--- src/sv/xtppi_pkg.sv ---
package xtppi_pkg;

  // Item kinds on the input channel
  typedef enum logic [1:0] {
    KIND_READ  = 2'd0,
    KIND_WRITE = 2'd1,
    KIND_CODE  = 2'd2,
    KIND_TICK  = 2'd3
  } kind_e;

  // Bus port select
  typedef enum logic [1:0] {
    ADDR_PORT_A  = 2'd0,
    ADDR_PORT_B  = 2'd1,
    ADDR_PORT_C  = 2'd2,
    ADDR_CONTROL = 2'd3
  } addr_e;

  // Configuration register indexes
  localparam logic [1:0] CFG_SWITCH_LOW_NIBBLE = 2'd0;
  localparam logic [1:0] CFG_SWITCH_BIT_FIVE   = 2'd1;
  localparam logic [1:0] CFG_SYSREQ_ENABLE     = 2'd2;

  // Direction bit positions (1 means input)
  localparam int unsigned DIR_A  = 0;
  localparam int unsigned DIR_B  = 1;
  localparam int unsigned DIR_CU = 2;
  localparam int unsigned DIR_CL = 3;

  localparam logic [7:0] CODE_BREAK_PREFIX = 8'hF0;
  localparam logic [7:0] RAW_SYSREQ_ARM    = 8'h84;
  localparam logic [7:0] RAW_SYSREQ_FIRE   = 8'h11;
  localparam logic [7:0] BREAK_BIT         = 8'h80;
  localparam logic [7:0] CONTROL_READBACK  = 8'hFF;
  localparam logic [1:0] IRQ_COUNT_MAX     = 2'd3;

  typedef struct packed {
    kind_e      kind;
    addr_e      address;
    logic [7:0] write_data;
    logic [7:0] raw_code;
    logic [7:0] converted_code;
    logic       irq_taken;
  } in_item_t;

  typedef struct packed {
    logic [7:0] read_data;
    logic       code_accepted;
    logic       irq_request;
    logic       sysreq_pulse;
  } out_item_t;

endpackage

--- src/sv/xt_ppi_ports_and_keyboard_latch.sv ---
// PC/XT parallel port block (8255-style, mode 0 only) with a keyboard byte
// latch. Each input beat is a bus read, a bus write, a keyboard code offer
// (already converted to set 1) or an interrupt tick, and yields exactly one
// result beat. All work is done in one pass of logic between the state
// registers and the result register: a beat is taken every cycle while
// in_stall_o is low. The result side has a two-deep buffer (result
// register plus skid register), so a new beat is still taken while one
// finished result waits under stall; in_stall_o rises only when both are
// full. The configuration port (switch bits and system request enable)
// never stalls and must only be written while the block is idle.
module xt_ppi_ports_and_keyboard_latch (
  input  logic                clk_i,
  input  logic                rst_ni,
  // input channel
  input  logic                in_valid_i,
  output logic                in_stall_o,
  input  xtppi_pkg::in_item_t in_data_i,
  // result channel
  output logic                out_valid_o,
  input  logic                out_stall_i,
  output xtppi_pkg::out_item_t out_data_o,
  // configuration write channel
  input  logic                cfg_valid_i,
  output logic                cfg_ready_o,
  input  logic [1:0]          cfg_index_i,
  input  logic [3:0]          cfg_data_i
);

  // Configuration registers
  logic [3:0] sw_low_q;
  logic       sw_bit5_q;
  logic       sysreq_en_q;

  // Port and keyboard state
  logic [7:0] latch_a_q, latch_a_d;
  logic [7:0] latch_b_q, latch_b_d;
  logic [7:0] latch_c_q, latch_c_d;
  logic [3:0] dir_q, dir_d;
  logic [7:0] key_byte_q, key_byte_d;
  logic       key_full_q, key_full_d;
  logic       break_q, break_d;
  logic [1:0] irq_cnt_q, irq_cnt_d;
  logic       armed_q, armed_d;

  // Result buffering
  logic                 out_valid_q, out_valid_d;
  logic                 skid_valid_q, skid_valid_d;
  xtppi_pkg::out_item_t out_q, out_d;
  xtppi_pkg::out_item_t skid_q, skid_d;

  xtppi_pkg::out_item_t res;
  logic                 in_accept;
  logic                 out_fire;
  logic [7:0]           port_c_rd;
  logic [7:0]           c_mask;
  logic [7:0]           c_bit;
  logic [7:0]           key_val;

  assign cfg_ready_o = 1'b1;
  assign in_stall_o  = skid_valid_q;
  assign in_accept   = in_valid_i && !skid_valid_q;
  assign out_fire    = out_valid_q && !out_stall_i;
  assign out_valid_o = out_valid_q;
  assign out_data_o  = out_q;

  // Port C read view: input halves float high, then the switch bits
  // selected by PB2 are mixed in.
  always_comb begin
    port_c_rd[7:4] = dir_q[xtppi_pkg::DIR_CU] ? 4'hF : latch_c_q[7:4];
    port_c_rd[3:0] = dir_q[xtppi_pkg::DIR_CL] ? 4'hF : latch_c_q[3:0];
    if (latch_b_q[2]) begin
      port_c_rd[3:0] = sw_low_q;
    end else begin
      port_c_rd[0] = sw_bit5_q;
    end
  end

  // Writable half-bytes of port C and the single-bit mask of a bit set/reset
  assign c_mask = {{4{!dir_q[xtppi_pkg::DIR_CU]}}, {4{!dir_q[xtppi_pkg::DIR_CL]}}};
  assign c_bit  = 8'd1 << in_data_i.write_data[3:1];
  // A code after the break prefix is latched as a release code
  assign key_val = break_q ? (in_data_i.converted_code | xtppi_pkg::BREAK_BIT)
                           : in_data_i.converted_code;

  // Single-pass update for the beat on the input channel
  always_comb begin
    latch_a_d  = latch_a_q;
    latch_b_d  = latch_b_q;
    latch_c_d  = latch_c_q;
    dir_d      = dir_q;
    key_byte_d = key_byte_q;
    key_full_d = key_full_q;
    break_d    = break_q;
    irq_cnt_d  = irq_cnt_q;
    armed_d    = armed_q;
    res        = '0;

    unique case (in_data_i.kind)
      xtppi_pkg::KIND_READ: begin
        unique case (in_data_i.address)
          xtppi_pkg::ADDR_PORT_A: begin
            if (dir_q[xtppi_pkg::DIR_A]) begin
              res.read_data = key_full_q ? key_byte_q : 8'h00;
            end else begin
              res.read_data = latch_a_q;
            end
          end
          xtppi_pkg::ADDR_PORT_B:  res.read_data = latch_b_q;
          xtppi_pkg::ADDR_PORT_C:  res.read_data = port_c_rd;
          xtppi_pkg::ADDR_CONTROL: res.read_data = xtppi_pkg::CONTROL_READBACK;
          default:                 res.read_data = 8'h00;
        endcase
      end
      xtppi_pkg::KIND_WRITE: begin
        unique case (in_data_i.address)
          xtppi_pkg::ADDR_PORT_A: begin
            if (!dir_q[xtppi_pkg::DIR_A]) begin
              latch_a_d = in_data_i.write_data;
            end
          end
          xtppi_pkg::ADDR_PORT_B: begin
            latch_b_d = in_data_i.write_data;
            // PB7 rising edge acknowledges the key byte
            if (!latch_b_q[7] && in_data_i.write_data[7]) begin
              key_full_d = 1'b0;
              irq_cnt_d  = 2'd0;
            end
          end
          xtppi_pkg::ADDR_PORT_C: begin
            latch_c_d = (latch_c_q & ~c_mask) | (in_data_i.write_data & c_mask);
          end
          xtppi_pkg::ADDR_CONTROL: begin
            if (in_data_i.write_data[7]) begin
              dir_d[xtppi_pkg::DIR_A]  = in_data_i.write_data[4];
              dir_d[xtppi_pkg::DIR_B]  = in_data_i.write_data[1];
              dir_d[xtppi_pkg::DIR_CU] = in_data_i.write_data[3];
              dir_d[xtppi_pkg::DIR_CL] = in_data_i.write_data[0];
            end else if (in_data_i.write_data[0]) begin
              latch_c_d = latch_c_q | c_bit;
            end else begin
              latch_c_d = latch_c_q & ~c_bit;
            end
          end
          default: ;
        endcase
      end
      xtppi_pkg::KIND_CODE: begin
        if (!key_full_q) begin
          res.code_accepted = 1'b1;
          // System request: break of 84h arms, break of 11h fires
          if (sysreq_en_q && break_q) begin
            if (in_data_i.raw_code == xtppi_pkg::RAW_SYSREQ_ARM) begin
              armed_d = 1'b1;
            end else if (armed_q && in_data_i.raw_code == xtppi_pkg::RAW_SYSREQ_FIRE) begin
              armed_d          = 1'b0;
              res.sysreq_pulse = 1'b1;
            end
          end
          if (in_data_i.converted_code == xtppi_pkg::CODE_BREAK_PREFIX) begin
            break_d = 1'b1;
          end else begin
            break_d    = 1'b0;
            key_byte_d = key_val;
            key_full_d = 1'b1;
            if (irq_cnt_q != xtppi_pkg::IRQ_COUNT_MAX) begin
              irq_cnt_d = irq_cnt_q + 2'd1;
            end
          end
        end
      end
      xtppi_pkg::KIND_TICK: begin
        if (irq_cnt_q != 2'd0) begin
          res.irq_request = 1'b1;
          if (in_data_i.irq_taken) begin
            irq_cnt_d = irq_cnt_q - 2'd1;
          end
        end
      end
      default: ;
    endcase
  end

  // Result register plus skid: drain skid first, else place the new beat
  // in whichever slot is free.
  always_comb begin
    out_valid_d  = out_valid_q;
    skid_valid_d = skid_valid_q;
    out_d        = out_q;
    skid_d       = skid_q;
    if (skid_valid_q) begin
      if (out_fire) begin
        out_d        = skid_q;
        skid_valid_d = 1'b0;
      end
    end else if (in_accept) begin
      if (!out_valid_q || out_fire) begin
        out_d       = res;
        out_valid_d = 1'b1;
      end else begin
        skid_d       = res;
        skid_valid_d = 1'b1;
      end
    end else if (out_fire) begin
      out_valid_d = 1'b0;
    end
  end

  always_ff @(posedge clk_i or negedge rst_ni) begin
    if (!rst_ni) begin
      sw_low_q     <= 4'd0;
      sw_bit5_q    <= 1'b0;
      sysreq_en_q  <= 1'b0;
      latch_a_q    <= 8'd0;
      latch_b_q    <= 8'd0;
      latch_c_q    <= 8'd0;
      dir_q        <= 4'hF;
      key_byte_q   <= 8'd0;
      key_full_q   <= 1'b0;
      break_q      <= 1'b0;
      irq_cnt_q    <= 2'd0;
      armed_q      <= 1'b0;
      out_valid_q  <= 1'b0;
      skid_valid_q <= 1'b0;
    end else begin
      if (cfg_valid_i) begin
        if (cfg_index_i == xtppi_pkg::CFG_SWITCH_LOW_NIBBLE) begin
          sw_low_q <= cfg_data_i;
        end else if (cfg_index_i == xtppi_pkg::CFG_SWITCH_BIT_FIVE) begin
          sw_bit5_q <= cfg_data_i[0];
        end else if (cfg_index_i == xtppi_pkg::CFG_SYSREQ_ENABLE) begin
          sysreq_en_q <= cfg_data_i[0];
        end
      end
      if (in_accept) begin
        latch_a_q  <= latch_a_d;
        latch_b_q  <= latch_b_d;
        latch_c_q  <= latch_c_d;
        dir_q      <= dir_d;
        key_byte_q <= key_byte_d;
        key_full_q <= key_full_d;
        break_q    <= break_d;
        irq_cnt_q  <= irq_cnt_d;
        armed_q    <= armed_d;
      end
      out_valid_q  <= out_valid_d;
      skid_valid_q <= skid_valid_d;
    end
  end

  // Payload registers, no reset
  always_ff @(posedge clk_i) begin
    out_q  <= out_d;
    skid_q <= skid_d;
  end

  // A held skid beat always sits behind a valid result
  assert property (@(posedge clk_i) disable iff (!rst_ni)
    skid_valid_q |-> out_valid_q)
    else $error("skid holds a beat while the result register is empty");

  // Skid beat moves up once the result is taken
  assert property (@(posedge clk_i) disable iff (!rst_ni)
    (skid_valid_q && !out_stall_i) |=> (out_valid_q && !skid_valid_q))
    else $error("skid beat not advanced after result was taken");

  // Pending interrupts only exist while a key byte is latched
  assert property (@(posedge clk_i) disable iff (!rst_ni)
    (irq_cnt_q != 2'd0) |-> key_full_q)
    else $error("interrupt pending with empty key latch");

  // A non-prefix code taken into an empty latch fills it
  assert property (@(posedge clk_i) disable iff (!rst_ni)
    (in_accept && in_data_i.kind == xtppi_pkg::KIND_CODE && !key_full_q &&
     in_data_i.converted_code != xtppi_pkg::CODE_BREAK_PREFIX) |=> key_full_q)
    else $error("accepted key code did not fill the latch");

endmodule
--- config.mk ---
export PLATFORM = sky130hd
export DESIGN_NAME = xt_ppi_ports_and_keyboard_latch
export DESIGN_NICKNAME = d
export VERILOG_FILES = /design/src/sv/xtppi_pkg.sv /design/src/sv/xt_ppi_ports_and_keyboard_latch.sv
export SDC_FILE = /design/constraint.sdc
export NUM_CORES = 1
export LEC_CHECK = 0
export BUFFER_PORTS_ARGS = -buffer_cell sky130_fd_sc_hd__buf_2
export CORE_UTILIZATION = 25
export DETAILED_ROUTE_END_ITERATION = 7
export GPL_ROUTABILITY_DRIVEN = 0
export PLACE_DENSITY_LB_ADDON = 0.2
export SETUP_SLACK_MARGIN = 0.5
export SYNTH_ARGS = -nofsm -noshare
export SYNTH_HDL_FRONTEND = slang
export SYNTH_SLANG_ARGS = --single-unit
export TNS_END_PERCENT = 100
--- constraint.sdc ---
create_clock -name clk_i -period 5.45 [get_ports clk_i]
set_input_delay 0 -clock clk_i [delete_from_list [all_inputs] [get_ports clk_i]]
set_output_delay 0 -clock clk_i [all_outputs]
set_load 0.05 [all_outputs]
* Word-level counts from Yosys, hierarchy flattened *
Cells that the tools add are included.

storage, ports and cells
  register bits after elaboration = 71
  bits in latches = 0
  bits in writable memories = 0
  memory bits (read-only) = 0
  bits of input ports = 40
  output and inout port bits = 14
  logic and storage cells = 147
  memories kept = 0

operators by class
  add/sub/neg operators = 2
  multiply operators = 0
  div/mod/pow operators = 0
  order comparisons = 0
  equality and inequality tests = 22
  shift-type cells = 1
  mux-type cells = 48
  bitwise logic cells = 14
  reductions and logical operators = 38

operators with widths
  cell                   number
  $mux W8                6
  $mux W11               4
  $pmux W8 S4            1
  $and A8 B8 Y8          3
  $mux W1                24
  $reduce_and A4 Y1      6
  $reduce_and A3 Y1      6
  $eq A8 B8 Y1 const B   2
  $ne A2 B2 Y1 const B   8
  $not A8 Y8             2
  $or A8 B8 Y8           2
  $pmux W8 S2            1
  $mux W2                7
  $reduce_bool A2 Y1     7
  $eq A2 B2 Y1 const B   5
  $reduce_and A9 Y1      1
  $eq A8 B5 Y1 const B   1
  $mux W4                2
  $shl A1 B3 Y8 const A  1
  $not A1 Y1             7
  $eq A2 B1 Y1 const B   3
  $logic_not A1 Y1       6
  $logic_not A2 Y1       3
  $ne A2 B1 Y1 const B   3
  other kinds (10)       14

* Longest topological paths before layout *
  depth in word-level cells = 10
  gate-level depth with buffers = 7
  gate-level depth less buffers = 6

* Worst setup path before layout *
OpenSTA, ideal clock, no wires.

  path type = reg-to-reg
  from = reg skid_valid_q, in the netlist in_stall_o
  to = reg out_q, in the netlist out_data_o[0] (enable)
  setup time = 0.382 ns
  arrival time = 2.013 ns
  required time = 5.068 ns
  setup slack = 3.055 ns
  stages on the path, launching flop included = 5
  path buffers = 2
  period minus slack after synthesis = 2.395 ns
  cells stage by stage = dfrtp_1 -> buf_1 -> clkbuf_1 -> a21oi_1 -> a21oi_1

on the way
  word-level cells in the longest chain between the ends = 4
  elaborated cells on any way between the ends = 6
  classes of those cells = eq/ne: 1; reduce/logical: 5

ends and longest elaborated chain
  item                                    RTL line                                RTL
  start: declaration                      xt_ppi_ports_and_keyboard_latch.sv:47   logic skid_valid_q, skid_valid_d;
  start signal: assignment                xt_ppi_ports_and_keyboard_latch.sv:246  skid_valid_q <= skid_valid_d;
  $logic_not A1 Y1                        xt_ppi_ports_and_keyboard_latch.sv:61   assign in_accept = in_valid_i && !skid_valid_q;
  $logic_and A1 B1 Y1                     xt_ppi_ports_and_keyboard_latch.sv:61
  $reduce_bool A2 Y1 (no source line)     -
  $reduce_and A3 Y1 (no source line) (*)  -
  end signal: assignment                  xt_ppi_ports_and_keyboard_latch.sv:252  out_q <= out_d;
  end: declaration                        xt_ppi_ports_and_keyboard_latch.sv:48   xtppi_pkg::out_item_t out_q, out_d;

Mark *: on every way between the ends. The rest lies on a longest branch, timed or not.
A chain may end at the register's enable or synchronous reset.

* Final worst setup path *
  from = reg skid_valid_q, in the netlist in_stall_o
  to = reg key_byte_q[6]

on the way
  word-level cells in the longest chain between the ends = 3

ends and longest elaborated chain
  item                                RTL line                                RTL
  $logic_not A1 Y1                    xt_ppi_ports_and_keyboard_latch.sv:61
  $logic_and A1 B1 Y1                 xt_ppi_ports_and_keyboard_latch.sv:61
  $reduce_and A4 Y1 (no source line)  -
  end signal: assignment              xt_ppi_ports_and_keyboard_latch.sv:239  key_byte_q <= key_byte_d;
  end: declaration                    xt_ppi_ports_and_keyboard_latch.sv:39   logic [7:0] key_byte_q, key_byte_d;

No other way between the ends.

==> out/metrics.yaml <==
outcome:
  status: "complete, no violations"
clock_tree:
  h-tree-depth: 3
  root_buffer: "clkbuf_16"
  cts_buffers: 9
  clock_sinks: 69
  cts_tree: "built"
  cts_resized: 0
  clkLatencyLatePin_ns: 0.33
  clk_pin_slew_worst_paths_ns: 0.05
  cts_buffer_depth: 2
  cts_setup_buffers: 0
setup_path:
  cp.buffers_inverters: 0
  worstSetupPathDepth: 3
  crit_fanout: 24
  critPathKind: "flop to flop"
  worstPathArrival_ns: 2.65
  cp_top_family: "simple AND/OR/NAND/NOR gates"
  crit_path_end_kind: "flop"
  cpPeakStageDelay_ns: 0.99
  crit_required_ns: 5.66
  start_kind: "flop"
  crit_path_top_delay_cell: "nor4bb_1"
  reg2reg_depth: 3
  crit_start: "in_stall_o"
  crit_chain: "nor4bb_1 -> o21ai_2 -> mux2_2"
  r2r_start: "in_stall_o"
  reg2reg_to: "key_byte_q[6]"
  crit_end: "key_byte_q[6]"
  r2r_slack_ns: 3.01
die:
  rows: 42
  die_w_um: 119
  boundaryPins: 54
  die-height_um: 119
  initial_core_util_pct: 25.7
  coreArea_um2: 13300
  die-area_um2: 14200
power_and_ir_drop:
  power_density_nw_per_um2: 470
  finalPower_uw: 2040
  peakVddDrop_mv: 0.137
  p_int_uw: 1320
  clkPwrFrac_pct: 28.6
  p_switching_uw: 712
  p_comb_share_pct: 27.3
  p_seq_share_pct: 44.2
  p_leak_uw: 0.00183
  netSwitchingFraction_pct: 35.0
sta:
  worstMarginPinSlew_ns: 1.03
  max_freq_mhz: 410
  fin_tns_setup_ns: 0
  finalHoldViolations: 0
  setup_viol: 0
  skew_ns: 0.00733
  period_minus_slack_ns: 2.44
  period_share_pct: 44.7
  maxSlewHeadroom_pct: 30.6
  rsz0062_at_grt: "false"
  final-max-slew-violation-count: 0
logic_synthesis:
  synth-main-ff-cell: "dfrtp_1"
  syn_inst: 310
  netlist_area_um2: 3420
  synth_area_leaders: "dfrtp_1 32%, edfxtp_1 19%, mux2_2 11%"
  synth_most_common_cell: "dfrtp_1"
  yosysTopAreaCell: "dfrtp_1"
  synthArstFlopShare_pct: 68.1
  ys_top_cells_by_count: "44 x dfrtp_1, 32 x mux2_2, 28 x nand2_1"
  synth_warnings: 0
  synth_top_area_share_pct: 32.2
  syn_nets: 354
  synth_edf_count: 22
  yosysSeqAreaShare_pct: 53.8
  ys_types: 50
  synth.avg_cell_area_um2: 11.0
  ys_ff_latch: 69
cells_and_area:
  syn_to_final_growth_pct: 26.8
  antenna_cells: 0
  drive_gt1_share_pct: 28.3
  nNetsFinal: 421
  fillers: 1359
drt:
  drt_iter0_drc: 111
  wl_per_cell_um: 15.5
  drt-total-wl_um: 8630
  drc: 0
  num_vias: 2629
  firstDrtPassIters: 4
  ant_nets: 0
  via_per_inst: 4.71
place:
  io_buffer_count: 52
  dp_hpwl_um: 6250
global_route:
  grt_pass1_vias: 2683
  grt_max_degree: 48
  antenna_found_initial: 0
  grt_pass1_wl_um: 14000
  gr-usage-all-layers_pct: 13.0
  grt-ovfl-total: 0
job:
  cap_violations: 0
min_path:
  min_path_type: "input pin to flop"
==> worst reg2reg max path: cells and delay by family, from the launching register on <==
kind               cells  cell delay, ns
muxes                  1            0.36
and+or+nand+nor        1            0.99
DFF                    1            0.68
AOI/OAI and AO/OA      1            0.30
==> cells by family after synthesis <==
| logic type | share of synthesized area, % |
|---|---|
| adder cells (fa/ha/maj) | 1.46 |
| AO/OA/AOI/OAI | 14.9 |
| multiplexers | 10.8 |
| AND/OR/NAND/NOR | 15.3 |
| buffers and inverters | 3.58 |
| flip-flops | 53.8 |
| other | 0.110 |
==> metal layers <==
layer	vias up	GRT usage (%)	part of all wire (%)
met5	-	0	0
met4	0	6.33	2.4
met3	16	2.78	3.9
met2	62	21.2	47
met1	1265	16.2	47
li1	1286	-	-
==> area by class of cell <==
| type | instances | area (µm²) | area share, % |
|---|---|---|---|
| Clock buffer | 10 | 239 | 5.51 |
| Inverter | 13 | 48.8 | 1.13 |
| Clock inverter | 6 | 62.6 | 1.44 |
| Multi-Input combinational cell | 211 | 1460 | 33.6 |
| Sequential cell | 69 | 1840 | 42.4 |
| Tap cell | 176 | 220 | 5.08 |
| Timing Repair Buffer | 73 | 468 | 10.8 |
==> how the worst min path moves through the flow <==
stage	from	cells after the start	slack (ns)	endpoint
floorplan	rst_ni	0	-0.30	async pin
global placement	rst_ni	2	0.14	async pin
detailed placement	rst_ni	2	0.15	async pin
CTS	in_data_i[24]	2	0.0003	latch_a_q[7]
global route	in_data_i[24]	2	0.001	latch_a_q[7]
finish	in_data_i[24]	2	0.003	latch_a_q[7]
==> power groups by stage <==
| stage | registers (µW) | logic, µW | clock network, µW |
|---|---|---|---|
| after floorplan | 979 | 313 | 0 |
| after global placement | 909 | 538 | 0 |
| after detailed placement | 909 | 549 | 0 |
| after CTS | 901 | 564 | 596 |
| after global routing | 930 | 606 | 617 |
| final | 899 | 555 | 582 |
==> placed cells by master, fill, tap and decap left out, types with 3 or more instances in the layout <==
cell and instances:
a21oi_1 17, nand3_1 13, edfxtp_1 22, nand2b_1 7
buf_2 52, o21a_1 3, o211ai_1 4, o31ai_1 5
nand3b_1 3, ha_1 4, o32a_1 6, and3_1 6
inv_1 13, o221ai_1 3, dfrtp_1 44, o2111a_1 3
nor2b_1 4, dfstp_2 3, a31oi_1 8, dlygate4sd3_1 20
clkbuf_16 9, clkinvlp_4 3, nor3b_1 3, o21ai_0 14
nand2_1 28, nor2_1 21, mux2_2 32
==> stage by stage <==
step	instance area (µm²)	hold slack, ns	util, %	instances	worst slack (ns)
after CTS	4340	0.000339	32.6	558	3.03
after global routing	4340	0.00118	32.6	558	2.92
final	4340	0.00347	32.6	558	3.01
after floorplan	3420	-0.296	-	310	3.05
after global placement	3830	0.144	28.8	522	3.15
after detailed placement	3830	0.148	28.8	522	3.05
==> timing repair <==
action,in CTS,in global routing
hold buffers,20,0
hold endpoints to repair,70,0
endpoints found under the setup margin,0,0
Note: power is estimated with default switching activity, not from simulation.
